===== src/rtl/core/bitmap_rle_run_decoder_core_assert.svh =====
// Assertion macros shared by the run decoder RTL.
`ifndef BITMAP_RLE_RUN_DECODER_CORE_ASSERT_SVH
`define BITMAP_RLE_RUN_DECODER_CORE_ASSERT_SVH

// Same-cycle implication, sampled on clock, off during reset.
`define BRLE_ASSERT_NOW(lbl, ante, cons, msg) \
   lbl: assert property (@(posedge clock) disable iff (reset) (ante) |-> (cons)) \
      else $error(msg);

// Next-cycle implication, sampled on clock, off during reset.
`define BRLE_ASSERT_NEXT(lbl, ante, cons, msg) \
   lbl: assert property (@(posedge clock) disable iff (reset) (ante) |=> (cons)) \
      else $error(msg);

`endif


===== src/rtl/core/brle_pkg.sv =====
// Shared types and constants of the run-length bitmap decoder.
package brle_pkg;

   // Coordinate width for width, height, column and line (8 to 16).
   localparam int COORD_BITS = 16;
   localparam int WIDE_BITS  = COORD_BITS + 1;

   typedef logic [COORD_BITS-1:0] coord_type;
   typedef logic [WIDE_BITS-1:0]  wide_type;

   // Queue between front and back; depth must be a power of two.
   localparam int QUEUE_DEPTH      = 2;
   localparam int QUEUE_PTR_BITS   = (QUEUE_DEPTH > 1) ? $clog2(QUEUE_DEPTH) : 1;
   localparam int QUEUE_COUNT_BITS = $clog2(QUEUE_DEPTH + 1);

   // Result status codes.
   localparam logic [1:0] STATUS_PIXELS = 2'd0;
   localparam logic [1:0] STATUS_DONE   = 2'd1;
   localparam logic [1:0] STATUS_ERROR  = 2'd2;

   // Configuration register indexes.
   localparam logic [1:0] CSR_IMAGE_WIDTH  = 2'd0;
   localparam logic [1:0] CSR_IMAGE_HEIGHT = 2'd1;
   localparam logic [1:0] CSR_TOP_DOWN     = 2'd2;
   localparam logic [1:0] CSR_NIBBLE_MODE  = 2'd3;

   // One classified stream byte.
   typedef struct packed {
      logic [7:0] data;
      logic       is_zero;
      logic       is_one;
      logic       is_two;
   } brle_item_type;

   // A valid-qualified item moving between front, queue and back.
   typedef struct packed {
      logic          valid;
      brle_item_type item;
   } brle_slot_type;

endpackage


===== src/rtl/core/brle_front.sv =====
// Front stage: accepts stream bytes, classifies them and hands them to the queue.
module brle_front import brle_pkg::*; (
   input  logic          clock,
   input  logic          reset,
   input  logic          req_valid,
   output logic          req_ready,
   input  logic [7:0]    req_data_byte,
   output brle_slot_type push,
   input  logic          queue_full
);

   logic          valid_ff, valid_in;
   brle_item_type item_ff, item_in;
   logic          advance;

   // The held byte leaves as soon as the queue has room.
   assign advance   = !valid_ff || !queue_full;
   assign req_ready = advance;

   always_comb begin
      valid_in = valid_ff;
      item_in  = item_ff;
      if (advance) begin
         valid_in        = req_valid;
         item_in.data    = req_data_byte;
         item_in.is_zero = (req_data_byte == 8'd0);
         item_in.is_one  = (req_data_byte == 8'd1);
         item_in.is_two  = (req_data_byte == 8'd2);
      end
   end

   always_ff @(posedge clock) begin
      if (reset) begin
         valid_ff <= 1'b0;
      end else begin
         valid_ff <= valid_in;
      end
      item_ff <= item_in;
   end

   assign push.valid = valid_ff;
   assign push.item  = item_ff;

endmodule


===== src/rtl/core/brle_queue.sv =====
// Short queue that decouples the byte front from the execution back.
module brle_queue import brle_pkg::*; (
   input  logic          clock,
   input  logic          reset,
   input  brle_slot_type push,
   output logic          full,
   output brle_slot_type head,
   input  logic          pop
);

   `include "bitmap_rle_run_decoder_core_assert.svh"

   brle_item_type                 entry_ff [QUEUE_DEPTH];
   logic [QUEUE_PTR_BITS-1:0]     wr_ptr_ff, wr_ptr_in;
   logic [QUEUE_PTR_BITS-1:0]     rd_ptr_ff, rd_ptr_in;
   logic [QUEUE_COUNT_BITS-1:0]   count_ff, count_in;
   logic                          do_push;

   assign full    = (count_ff == QUEUE_COUNT_BITS'(QUEUE_DEPTH));
   assign do_push = push.valid && !full;

   assign head.valid = (count_ff != '0);
   assign head.item  = entry_ff[rd_ptr_ff];

   always_comb begin
      wr_ptr_in = wr_ptr_ff;
      rd_ptr_in = rd_ptr_ff;
      count_in  = count_ff;
      if (do_push) begin
         wr_ptr_in = wr_ptr_ff + 1'b1;
      end
      if (pop) begin
         rd_ptr_in = rd_ptr_ff + 1'b1;
      end
      case ({do_push, pop})
         2'b10:   count_in = count_ff + 1'b1;
         2'b01:   count_in = count_ff - 1'b1;
         default: count_in = count_ff;
      endcase
   end

   always_ff @(posedge clock) begin
      if (reset) begin
         wr_ptr_ff <= '0;
         rd_ptr_ff <= '0;
         count_ff  <= '0;
      end else begin
         wr_ptr_ff <= wr_ptr_in;
         rd_ptr_ff <= rd_ptr_in;
         count_ff  <= count_in;
      end
   end

   always_ff @(posedge clock) begin
      if (do_push) begin
         entry_ff[wr_ptr_ff] <= push.item;
      end
   end

   `BRLE_ASSERT_NOW(a_count_bound, 1'b1, count_ff <= QUEUE_COUNT_BITS'(QUEUE_DEPTH), "queue count above depth")
   `BRLE_ASSERT_NOW(a_empty_ptrs, count_ff == '0, wr_ptr_ff == rd_ptr_ff, "empty queue with split pointers")

endmodule


===== src/rtl/core/brle_back.sv =====
// Back stage: runs the run-length parse per item and registers the descriptor.
module brle_back import brle_pkg::*; (
   input  logic          clock,
   input  logic          reset,
   input  brle_slot_type head,
   output logic          pop,
   input  logic          csr_fire,
   input  logic [1:0]    csr_index,
   input  logic [15:0]   csr_wdata,
   output logic          rsp_valid,
   input  logic          rsp_ready,
   output logic [1:0]    rsp_status,
   output logic [15:0]   rsp_pixel_row,
   output logic [15:0]   rsp_pixel_column,
   output logic [7:0]    rsp_pixel_count,
   output logic [7:0]    rsp_even_index,
   output logic [7:0]    rsp_odd_index
);

   `include "bitmap_rle_run_decoder_core_assert.svh"

   typedef enum logic [2:0] {
      PH_COUNT,
      PH_SECOND,
      PH_XDELTA,
      PH_YDELTA,
      PH_ABS,
      PH_ERROR
   } phase_type;

   phase_type  phase_ff, phase_in;
   logic [7:0] held_ff, held_in;
   coord_type  line_ff, line_in;
   coord_type  column_ff, column_in;
   logic [7:0] left_ff, left_in;
   logic       pad_ff, pad_in;

   coord_type  width_ff, width_in;
   coord_type  height_ff, height_in;
   logic       top_ff, top_in;
   logic       nibble_ff, nibble_in;

   logic       rsp_valid_ff, rsp_valid_in;
   logic [1:0] rsp_status_ff, rsp_status_in;
   logic [15:0] rsp_row_ff, rsp_row_in;
   logic [15:0] rsp_col_ff, rsp_col_in;
   logic [7:0] rsp_count_ff, rsp_count_in;
   logic [7:0] rsp_even_ff, rsp_even_in;
   logic [7:0] rsp_odd_ff, rsp_odd_in;

   logic       step, halted;
   logic [7:0] b;
   logic       emit_pix, emit_done, emit_error;
   logic [7:0] pix_n;

   coord_type  room;
   logic [7:0] enc_n;
   wide_type   width_x, sum1, sum2;
   logic [7:0] n2, abs_n, abs_nm1;
   coord_type  b_c, line_dy;
   logic [7:0] take, left_next;
   coord_type  row;

   assign b      = head.item.data;
   assign step   = head.valid && (!rsp_valid_ff || rsp_ready);
   assign pop    = step;
   assign halted = (phase_ff == PH_ERROR) || (line_ff == '0);

   // Datapath terms shared by the parse arms.
   always_comb begin
      room    = (column_ff < width_ff) ? (width_ff - column_ff) : '0;
      enc_n   = (coord_type'(held_ff) < room) ? held_ff : room[7:0];
      width_x = wide_type'(width_ff);
      sum1    = wide_type'(column_ff) + wide_type'(b);
      n2      = b - {7'd0, width_ff[0]};
      sum2    = wide_type'(column_ff) + wide_type'(n2);
      abs_n   = (sum1 > width_x) ? n2 : b;
      abs_nm1 = abs_n - 8'd1;
      b_c     = coord_type'(b);
      line_dy = (b_c < line_ff) ? (line_ff - b_c) : '0;
      if (nibble_ff) begin
         take = (left_ff < 8'd2) ? left_ff : 8'd2;
      end else begin
         take = 8'd1;
      end
      left_next = left_ff - take;
      row = top_ff ? (height_ff - line_ff) : (line_ff - 1'b1);
   end

   always_comb begin
      phase_in   = phase_ff;
      held_in    = held_ff;
      line_in    = line_ff;
      column_in  = column_ff;
      left_in    = left_ff;
      pad_in     = pad_ff;
      width_in   = width_ff;
      height_in  = height_ff;
      top_in     = top_ff;
      nibble_in  = nibble_ff;
      emit_pix   = 1'b0;
      emit_done  = 1'b0;
      emit_error = 1'b0;
      pix_n      = 8'd0;

      if (step && !halted) begin
         unique case (phase_ff)
            PH_COUNT: begin
               held_in  = b;
               phase_in = PH_SECOND;
            end
            PH_SECOND: begin
               phase_in = PH_COUNT;
               if (held_ff != 8'd0) begin
                  // Encoded run, clipped to the line end.
                  pix_n    = enc_n;
                  emit_pix = (enc_n != 8'd0);
               end else if (head.item.is_zero) begin
                  line_in   = line_ff - 1'b1;
                  column_in = '0;
                  emit_done = (line_ff == coord_type'(1));
               end else if (head.item.is_one) begin
                  line_in   = '0;
                  column_in = '0;
                  emit_done = 1'b1;
               end else if (head.item.is_two) begin
                  phase_in = PH_XDELTA;
               end else if ((sum1 > width_x) && (sum2 > width_x)) begin
                  phase_in   = PH_ERROR;
                  emit_error = 1'b1;
               end else begin
                  left_in  = abs_n;
                  pad_in   = nibble_ff ? !abs_nm1[1] : !abs_nm1[0];
                  phase_in = PH_ABS;
               end
            end
            PH_XDELTA: begin
               column_in = (sum1 > width_x) ? width_ff : sum1[COORD_BITS-1:0];
               phase_in  = PH_YDELTA;
            end
            PH_YDELTA: begin
               line_in   = line_dy;
               phase_in  = PH_COUNT;
               emit_done = (line_dy == '0);
            end
            PH_ABS: begin
               if (left_ff == 8'd0) begin
                  // Drop the pad byte.
                  pad_in   = 1'b0;
                  phase_in = PH_COUNT;
               end else begin
                  left_in  = left_next;
                  pix_n    = take;
                  emit_pix = 1'b1;
                  if (left_next == 8'd0 && !pad_ff) begin
                     phase_in = PH_COUNT;
                  end
               end
            end
            default: begin
               phase_in = PH_ERROR;
            end
         endcase
      end

      if (emit_pix) begin
         column_in = column_ff + coord_type'(pix_n);
      end

      if (csr_fire) begin
         unique case (csr_index)
            CSR_IMAGE_WIDTH: begin
               width_in = csr_wdata[COORD_BITS-1:0];
            end
            CSR_IMAGE_HEIGHT: begin
               height_in = csr_wdata[COORD_BITS-1:0];
               line_in   = csr_wdata[COORD_BITS-1:0];
               column_in = '0;
            end
            CSR_TOP_DOWN: begin
               top_in = csr_wdata[0];
            end
            CSR_NIBBLE_MODE: begin
               nibble_in = csr_wdata[0];
            end
            default: begin
               width_in = width_ff;
            end
         endcase
      end
   end

   // Output register: hold until taken, reload when a step emits.
   always_comb begin
      rsp_valid_in  = rsp_valid_ff && !rsp_ready;
      rsp_status_in = rsp_status_ff;
      rsp_row_in    = rsp_row_ff;
      rsp_col_in    = rsp_col_ff;
      rsp_count_in  = rsp_count_ff;
      rsp_even_in   = rsp_even_ff;
      rsp_odd_in    = rsp_odd_ff;
      if (emit_pix || emit_done || emit_error) begin
         rsp_valid_in  = 1'b1;
         rsp_status_in = emit_pix ? STATUS_PIXELS : (emit_done ? STATUS_DONE : STATUS_ERROR);
         rsp_row_in    = 16'd0;
         rsp_col_in    = 16'd0;
         rsp_count_in  = 8'd0;
         rsp_even_in   = 8'd0;
         rsp_odd_in    = 8'd0;
         if (emit_pix) begin
            rsp_row_in   = 16'(row);
            rsp_col_in   = 16'(column_ff);
            rsp_count_in = pix_n;
            if (nibble_ff) begin
               rsp_even_in = {4'd0, b[7:4]};
               rsp_odd_in  = {4'd0, b[3:0]};
            end else begin
               rsp_even_in = b;
               rsp_odd_in  = b;
            end
         end
      end
   end

   always_ff @(posedge clock) begin
      if (reset) begin
         phase_ff     <= PH_COUNT;
         held_ff      <= 8'd0;
         line_ff      <= '0;
         column_ff    <= '0;
         left_ff      <= 8'd0;
         pad_ff       <= 1'b0;
         width_ff     <= '0;
         height_ff    <= '0;
         top_ff       <= 1'b0;
         nibble_ff    <= 1'b0;
         rsp_valid_ff <= 1'b0;
      end else begin
         phase_ff     <= phase_in;
         held_ff      <= held_in;
         line_ff      <= line_in;
         column_ff    <= column_in;
         left_ff      <= left_in;
         pad_ff       <= pad_in;
         width_ff     <= width_in;
         height_ff    <= height_in;
         top_ff       <= top_in;
         nibble_ff    <= nibble_in;
         rsp_valid_ff <= rsp_valid_in;
      end
      rsp_status_ff <= rsp_status_in;
      rsp_row_ff    <= rsp_row_in;
      rsp_col_ff    <= rsp_col_in;
      rsp_count_ff  <= rsp_count_in;
      rsp_even_ff   <= rsp_even_in;
      rsp_odd_ff    <= rsp_odd_in;
   end

   assign rsp_valid        = rsp_valid_ff;
   assign rsp_status       = rsp_status_ff;
   assign rsp_pixel_row    = rsp_row_ff;
   assign rsp_pixel_column = rsp_col_ff;
   assign rsp_pixel_count  = rsp_count_ff;
   assign rsp_even_index   = rsp_even_ff;
   assign rsp_odd_index    = rsp_odd_ff;

   `BRLE_ASSERT_NEXT(a_error_sticks, phase_ff == PH_ERROR, phase_ff == PH_ERROR, "error phase left without reset")
   `BRLE_ASSERT_NEXT(a_error_result, emit_error, rsp_valid_ff && rsp_status_ff == STATUS_ERROR && phase_ff == PH_ERROR, "format error not reported")
   `BRLE_ASSERT_NOW(a_status_payload, rsp_valid_ff && rsp_status_ff != STATUS_PIXELS, rsp_count_ff == 8'd0 && rsp_row_ff == 16'd0, "status result with nonzero payload")

endmodule


===== src/rtl/core/bitmap_rle_run_decoder_core.sv =====
// A byte passes the front register and queue; the back registers any descriptor on rsp.
// Throughput: one byte per cycle while rsp_ready holds; the back stage takes one queued
// byte per cycle, limited only by its output register being free or taken.
// Reset: synchronous, active high; clears parse state, registers, queue and output valid.
// Configuration writes are taken in any cycle and apply at once.
module bitmap_rle_run_decoder_core import brle_pkg::*; (
   input  logic        clock,
   input  logic        reset,
   input  logic        req_valid,
   output logic        req_ready,
   input  logic [7:0]  req_data_byte,
   output logic        rsp_valid,
   input  logic        rsp_ready,
   output logic [1:0]  rsp_status,
   output logic [15:0] rsp_pixel_row,
   output logic [15:0] rsp_pixel_column,
   output logic [7:0]  rsp_pixel_count,
   output logic [7:0]  rsp_even_index,
   output logic [7:0]  rsp_odd_index,
   input  logic        csr_valid,
   output logic        csr_ready,
   input  logic [1:0]  csr_index,
   input  logic [15:0] csr_wdata
);

   brle_slot_type push;
   brle_slot_type head;
   logic          queue_full;
   logic          pop;

   assign csr_ready = 1'b1;

   brle_front u_front (
      .clock         (clock),
      .reset         (reset),
      .req_valid     (req_valid),
      .req_ready     (req_ready),
      .req_data_byte (req_data_byte),
      .push          (push),
      .queue_full    (queue_full)
   );

   brle_queue u_queue (
      .clock (clock),
      .reset (reset),
      .push  (push),
      .full  (queue_full),
      .head  (head),
      .pop   (pop)
   );

   brle_back u_back (
      .clock            (clock),
      .reset            (reset),
      .head             (head),
      .pop              (pop),
      .csr_fire         (csr_valid && csr_ready),
      .csr_index        (csr_index),
      .csr_wdata        (csr_wdata),
      .rsp_valid        (rsp_valid),
      .rsp_ready        (rsp_ready),
      .rsp_status       (rsp_status),
      .rsp_pixel_row    (rsp_pixel_row),
      .rsp_pixel_column (rsp_pixel_column),
      .rsp_pixel_count  (rsp_pixel_count),
      .rsp_even_index   (rsp_even_index),
      .rsp_odd_index    (rsp_odd_index)
   );

endmodule


===== config.mk =====
export PLATFORM = sky130hd
export DESIGN_NAME = bitmap_rle_run_decoder_core
export DESIGN_NICKNAME = d
export VERILOG_FILES = /design/src/rtl/core/brle_pkg.sv /design/src/rtl/core/brle_front.sv /design/src/rtl/core/brle_queue.sv /design/src/rtl/core/brle_back.sv /design/src/rtl/core/bitmap_rle_run_decoder_core.sv
export VERILOG_INCLUDE_DIRS = /design/src /design/src/rtl/core
export SDC_FILE = /design/constraint.sdc
export NUM_CORES = 1
export LEC_CHECK = 0
export ABC_CLOCK_PERIOD_IN_PS = 10100
export BUFFER_PORTS_ARGS = -buffer_cell sky130_fd_sc_hd__buf_2
export CAP_MARGIN = 15
export CORE_MARGIN = 4
export CORE_UTILIZATION = 35
export CTS_CLUSTER_DIAMETER = 60
export CTS_CLUSTER_SIZE = 20
export DETAILED_ROUTE_END_ITERATION = 8
export GPL_TIMING_DRIVEN = 1
export PLACE_DENSITY_LB_ADDON = 0.12
export SYNTH_ARGS = -nofsm -noshare
export SYNTH_HDL_FRONTEND = slang
export SYNTH_SLANG_ARGS = --single-unit

===== constraint.sdc =====
create_clock -name clock -period 10.1 [get_ports clock]
set_clock_uncertainty 0.1 [all_clocks]
set_input_delay 2.02 -clock clock [delete_from_list [all_inputs] [get_ports clock]]
set_output_delay 2.02 -clock clock [all_outputs]
set_load 0.005 [all_outputs]

==> metrics.md, run 1 <==
| Metric | Value |
|---|---|
| Async SR Flop Fraction | `0` |
| Placed inst area | `0.0143 sq mm` |
| Die ar. | `0.0412 sq mm` |
| Max-cap violations | `0` |
| Crit path buffers/inverters | `4` |
| Final Hold Vio Count | `0` |
| Gr usage total | `0.209` |
| Max-slew violations | `0` |
| GRT Residual Overflow | `0` |
| Skew-Pair Late Insertion Delay | `470 ps` |
| TritonRoute pass-1 iters | `5` |
| Buffers on Ports | `90` |
| Drt total wl | `43100 um` |
| Die W | `203 um` |
| Vias per std cell | `5.44` |
| Worst EP arrival | `7670 ps` |
| Largest area contributor in the netlist | `edfxtp_1` |
| Most common cell in the netlist | `nor2_1` |
| Mapped Cells | `1537` |
| Sequential area share after synthesis | `0.336` |
| Yosys warns | `0` |
| Number of global-route vias before repair | `11500` |
| Setup repair after global routing missed its margin | `no` |
| # rows | `71` |
| Post-layout util | `0.396` |
| Number of synthesized flops with an enable pin | `87` |
| Die Y | `203 um` |
| Root buffer cell | `clkbuf_16` |
| Top FF cell, synth | `dfxtp_1` |
| Clk buf depth | `2` |
| Gpl congestion | `0.952` |
| Final setup fails | `0` |
| Postcts setup bufs | `0` |
| Clock Pin Slew Worst Setup and Hold Paths | `80 ps` |
| Cell Count, Final, Fillers Out | `2130` |
| Drc violations | `0` |
| I/O pin count | `92` |
| Post-synth top area share | `0.196` |
| First-pass GRT wire length | `67400 um` |
| Final setup TNS | `0 ps` |
| Setup CP Type | `reg2reg` |
| Synth Register Bits | `180` |
| Mean area per synthesized cell | `8.65 sq um` |
| Slew HR | `0.348` |
| Area Overhead vs Synth | `11.9%` |
| Initial DRC Count | `820` |
| Kind of cell adding the most delay to the critical path | `compound AO/OA/AOI/OAI gates` |
| H-tree Lvls | `4` |
| Initial antenna violation count | `0` |
| Period utilisation layout | `0.739` |
| Slowest-stage cell, CP | `o22ai_2` |
| Req. time, crit path | `10310 ps` |
| Leak | `5.82 nW` |
| Via count | `11600` |
| Outcome | `finished, final reports clean` |
| Worst-margin pin slew | `975 ps` |
| Clock sinks | `180` |
| Final Net Count | `1759` |
| Fillers | `3874` |
| Synth unique cells | `92` |
| Top post-synthesis cells by area | `edfxtp_1, dfxtp_1, ha_1, xnor2_1, nor2_1` |
| Pin count of the biggest net entering global routing | `55` |
| Post-CTS sizing | `0` |
| Hold_buf cts | `0` |
| Synth Cell Area | `0.0133 sq mm` |
| VDD IR max | `144 uV` |
| HPWL after detailed placement | `33400 um` |
| Design Area, Final | `0.0149 sq mm` |
| Most common library cells after synthesis | `nor2_1, nand2_1, a21oi_1, ha_1, inv_1` |
| Per-cell routed wire length | `20.2 um` |
| Fmax | `134 MHz` |
| Dpl cells | `2098` |
| Core area | `0.0376 sq mm` |
| Worst path max stage delay | `540 ps` |
| CTS tree | `done` |
| Share of cells above drive strength 1 | `0.118` |
| Minimum clock period after layout | `7460 ps` |
| Num CTS Buffers | `17` |
| Crit path max fanout | `8` |
| Diodes inserted | `0` |
| CP Capture Type | `flop` |
| Pwr/cell area | `209 mW/mm^2` |
| Hold Crit Class | `reg2reg` |
| Starting density of the core | `0.354` |
| Detail Route Antenna Nets | `0` |
| Startpoint Class | `flop` |
-- layer usage --
layer  up-vias  wire length, um  track usage
met5         -                0            0
met4         0              905       0.0587
met3        43             1600       0.0311
met2       265            20300        0.347
met1      5557            20300        0.286
li1       5715                -            -
-- final timing paths --
check	cells past startpoint	end	slack (ps)	start
max	31	u_back.column_ff[11]	2640	u_back.width_ff[0]
min	0	u_queue.entry_ff[0][9]	340	u_front.push[9]
max reg2reg	31	u_back.column_ff[11]	2640	u_back.width_ff[0]
min reg2reg	0	u_queue.entry_ff[0][9]	340	u_front.push[9]
-- power breakdown --
group          total (mW)  leakage, nW  internal (mW)  switching, mW
Clock               0.681        0.284          0.332          0.349
Sequential          0.944         1.54          0.865         0.0787
Combinational        1.48         4.00          0.548          0.934
Total                3.11         5.82           1.75           1.36
-- metrics by stage --
| step | total power, mW | hold WS [ps] | worst slack [ps] |
|---|---|---|---|
| after CTS | 3.11 | 347 | 2660 |
| final | 3.11 | 345 | 2640 |
| after global routing | 3.30 | 354 | 2040 |
| after global placement | 2.42 | 326 | 2860 |
| after floorplan | 1.99 | 321 | 3740 |
| after detailed placement | 2.43 | 334 | 2700 |
-- registers in the layout, indices dropped and copies added (netlist names), 2 cells and up, named ones only --
| register | cells |
|---|---|
| u_back.rsp_status | 2 |
| u_back.held_ff | 8 |
| u_back.height_ff | 16 |
| u_queue.count_ff | 2 |
| u_back.rsp_even_index | 8 |
| u_back.rsp_pixel_row | 16 |
| u_back.rsp_pixel_column | 16 |
| u_back.column_ff | 16 |
| u_back.phase_ff | 3 |
| u_back.rsp_pixel_count | 8 |
| u_back.rsp_odd_index | 4 |
| u_front.push | 11 |
| u_back.line_ff | 16 |
| u_back.left_ff | 8 |
| u_back.width_ff | 16 |
| u_queue.entry_ff | 22 |
-- cells in the final DEF, fill, tap and decap left out, types with 9 or more instances in the layout --
cell       Yosys  layout
a211oi_1      26      26
nand3_1       35      34
or3_1         13      13
o21ai_0       85      84
ha_1         115     115
edfxtp_1      87      87
nor3_1        42      41
and2_1         9       9
a211oi_2      12      12
nand2_1      145     145
dfxtp_1       93      93
nand4_1       16      16
xor2_1        18      18
clkbuf_16      0      17
nor4_1        12      12
inv_1        100     100
mux2i_1       31      31
nand2b_1      16      16
nor2_1       155     155
o211ai_1      10      10
o21a_1        19      19
a21o_1        28      28
buf_4          7      19
a22oi_1       10      10
a21oi_1      115     115
xnor2_1       82      82
nor2b_1       20      20
buf_2         17      90
-- kinds of logic (layout without fill, tap and decap cells) --
group	count (synthesis)	count (layout)	synth area share
mux	35	35	0.0267
fa+ha+maj	122	122	0.119
xor+xnor	100	100	0.0659
compound gates	419	419	0.215
simple gates	511	511	0.185
buf+inv	169	246	0.0518
flops	180	180	0.336
other cells	1	6	0.000282
-- cell type report --
type                       instances  area [sq um]  share of cell area
multi-input combinational       1193          8190               0.551
inverter                         105           394              0.0265
timing repair buffer             109           593              0.0399
tap                              511           639              0.0430
clock inverter                    14           158              0.0106
clock buffer                      18           429              0.0288
sequential                       180          4470               0.301
(Power assumes the default switching activity.)
==> inputs of run 2 (changes only) <==
Settings changed: ABC_AREA set to 1, ABC_CLOCK_PERIOD_IN_PS 10100 to 6760.
Clock period 10.1 ns to 6.76 ns, I/O delays scaled along.
==> run 2 against run 1 <==
Against the previous run:
- first-iteration DRC count down 7.7%
- count of clock-buffer cells in the layout grew 2
- core utilization shrank 0.10 points
- global-route usage grew 0.49 points
- largest power group unchanged
==> metrics.md, run 2 <==
| Metric | Value |
|---|---|
| CP Capture Type | `flop` |
| Root buffer cell | `clkbuf_16` |
| Max reg flops | `22` |
| Core area | `0.0365 sq mm` |
| Period utilisation layout | `0.898` |
| Startpoint Class | `flop` |
| Clk buf depth | `2` |
| Slew HR | `0.328` |
| Via count | `11800` |
| Final Hold Vio Count | `0` |
| Die Y | `200 um` |
| I/O pin count | `92` |
| Final Net Count | `1945` |
| Synth unique cells | `54` |
| Clock sinks | `180` |
| Gpl congestion | `0.923` |
| Commonest non-fill, non-tap cell in the layout | `nand2_1` |
| VDD IR max | `210 uV` |
| Simple-gate share of the synthesized area | `0.219` |
| CTS tree | `done` |
| # rows | `70` |
| Yosys warns | `0` |
| Req. time, crit path | `6780 ps` |
| H-tree Lvls | `4` |
| Buffers on Ports | `90` |
| Mapped Cells | `1713` |
| Dpl cells | `2241` |
| Vias per std cell | `5.21` |
| Initial DRC Count | `757` |
| Setup CP Type | `reg2reg` |
| Most frequent cells in the layout | `nand2_1, inv_1, nor2_1` |
| Cell Count, Final, Fillers Out | `2274` |
| Mux contribution to synthesized area | `0.000775` |
| Synth Register Bits | `180` |
| Post-synthesis compound-gate area fraction | `0.170` |
| Skew-Pair Late Insertion Delay | `460 ps` |
| Final setup TNS | `0 ps` |
| Minimum clock period after layout | `6070 ps` |
| Outcome | `finished, final reports clean` |
| Top post-synthesis cells by area | `edfxtp_1, dfxtp_1, ha_1, nand2_1, a21oi_1` |
| Setup repair after global routing missed its margin | `no` |
| Gr usage total | `0.214` |
| Hold Crit Class | `reg2reg` |
| Area Overhead vs Synth | `11.7%` |
| GRT Residual Overflow | `0` |
| Per-cell routed wire length | `18.8 um` |
| Drt total wl | `42800 um` |
| Largest family of logic cells by synthesized area | `simple AND/OR/NAND/NOR gates` |
| Num CTS Buffers | `17` |
| Largest area contributor in the netlist | `edfxtp_1` |
| Crit path buffers/inverters | `4` |
| Placed inst area | `0.0139 sq mm` |
| Sequential area share after synthesis | `0.346` |
| Number of synthesized flops with an enable pin | `87` |
| Final setup fails | `0` |
| Post-synth top area share | `0.202` |
| Top FF cell, synth | `dfxtp_1` |
| Die ar. | `0.0400 sq mm` |
| Worst path max stage delay | `400 ps` |
| Share of cells above drive strength 1 | `0.0925` |
| Design Area, Final | `0.0144 sq mm` |
| Worst-margin pin slew | `1000 ps` |
| Post-Synth Adder-Cell Area | `0.122` |
| Leak | `6.65 nW` |
| Detail Route Antenna Nets | `0` |
| CP most frequent cell | `nand2_1` |
| Number of global-route vias before repair | `11400` |
| R2R setup slack | `690 ps` |
| HPWL after detailed placement | `33600 um` |
| Starting density of the core | `0.354` |
| Most common cell in the netlist | `nand2_1` |
| Tot Pwr | `5.13 mW` |
| Largest register by flop count | `u_queue.entry_ff` |
| Clock Pin Slew Worst Setup and Hold Paths | `70 ps` |
| Crit path max fanout | `37` |
| Initial antenna violation count | `0` |
| Mean area per synthesized cell | `7.54 sq um` |
| Async SR Flop Fraction | `0` |
| Pin count of the biggest net entering global routing | `52` |
| First-pass GRT wire length | `65700 um` |
| Most common library cells after synthesis | `nand2_1, inv_1, nor2_1` |
| Post-layout util | `0.395` |
| Post-synthesis xor/xnor area fraction | `0.0576` |
| Pwr/cell area | `355 mW/mm^2` |
| Fmax | `165 MHz` |
| Worst EP arrival | `6090 ps` |
| Max-slew violations | `0` |
| Drc violations | `0` |
| Synth Cell Area | `0.0129 sq mm` |
| TritonRoute pass-1 iters | `5` |
| Kind of cell adding the most delay to the critical path | `simple AND/OR/NAND/NOR gates` |
| Max-cap violations | `0` |
| Die W | `200 um` |
| Slowest-stage cell, CP | `o21ai_0` |
==> run 2: final cells by class <==
class / instances / area (sq um)
antenna: 1 / 2.50
clock buffer: 20 / 437
clock inverter: 12 / 126
fill: 3837 / 22100
inverter: 216 / 813
multi-input combinational: 1269 / 7400
sequential: 180 / 4470
tap: 468 / 586
timing repair buffer: 108 / 589
==> run 2: path summary, 6_finish.rpt <==
check,to,startpoint,cells past startpoint
max,u_back.rsp_pixel_column[15],flop,32
min,u_queue.entry_ff[1][2],u_front.push[2],0
max reg2reg,u_back.rsp_pixel_column[15],flop,32
min reg2reg,u_queue.entry_ff[1][2],u_front.push[2],0
==> run 2: logic make-up (layout without fill, tap and decap cells) <==
group                    after synthesis  after routing
AO/OA/AOI/OAI                        390            390
XOR/XNOR                              85             85
adder cells (fa/ha/maj)              122            122
buffers and inverters                269            356
flip-flops                           180            180
multiplexers                           1              1
other                                  1              7
AND/OR/NAND/NOR                      665            665
==> run 2: what timing repair did <==
action / 4_1_cts / 5_1_grt
resized for setup: 0 / 1
endpoints found under the setup margin: 0 / 37
buffers inserted: 0 / 0
hold buffers: 0 / 0
==> run 2: metal layers <==
metal	global-route usage	up-vias	share of wire
met2	0.352	275	0.47
li1	-	5936	-
met5	0	-	0
met3	0.0329	60	0.041
met1	0.290	5575	0.46
met4	0.0719	0	0.028
==> run 2: power breakdown <==
part	switching, mW	total, mW	internal (mW)
clock	0.478	0.996	0.518
combinational	1.91	2.75	0.842
sequential	0.109	1.38	1.27
total	2.49	5.13	2.63
==> run 2: through the flow <==
stage	hold slack, ps	setup slack, ps
finish	341	693
global route	365	37.5
CTS	346	550
detailed placement	331	581
global placement	327	809
floorplan	321	872
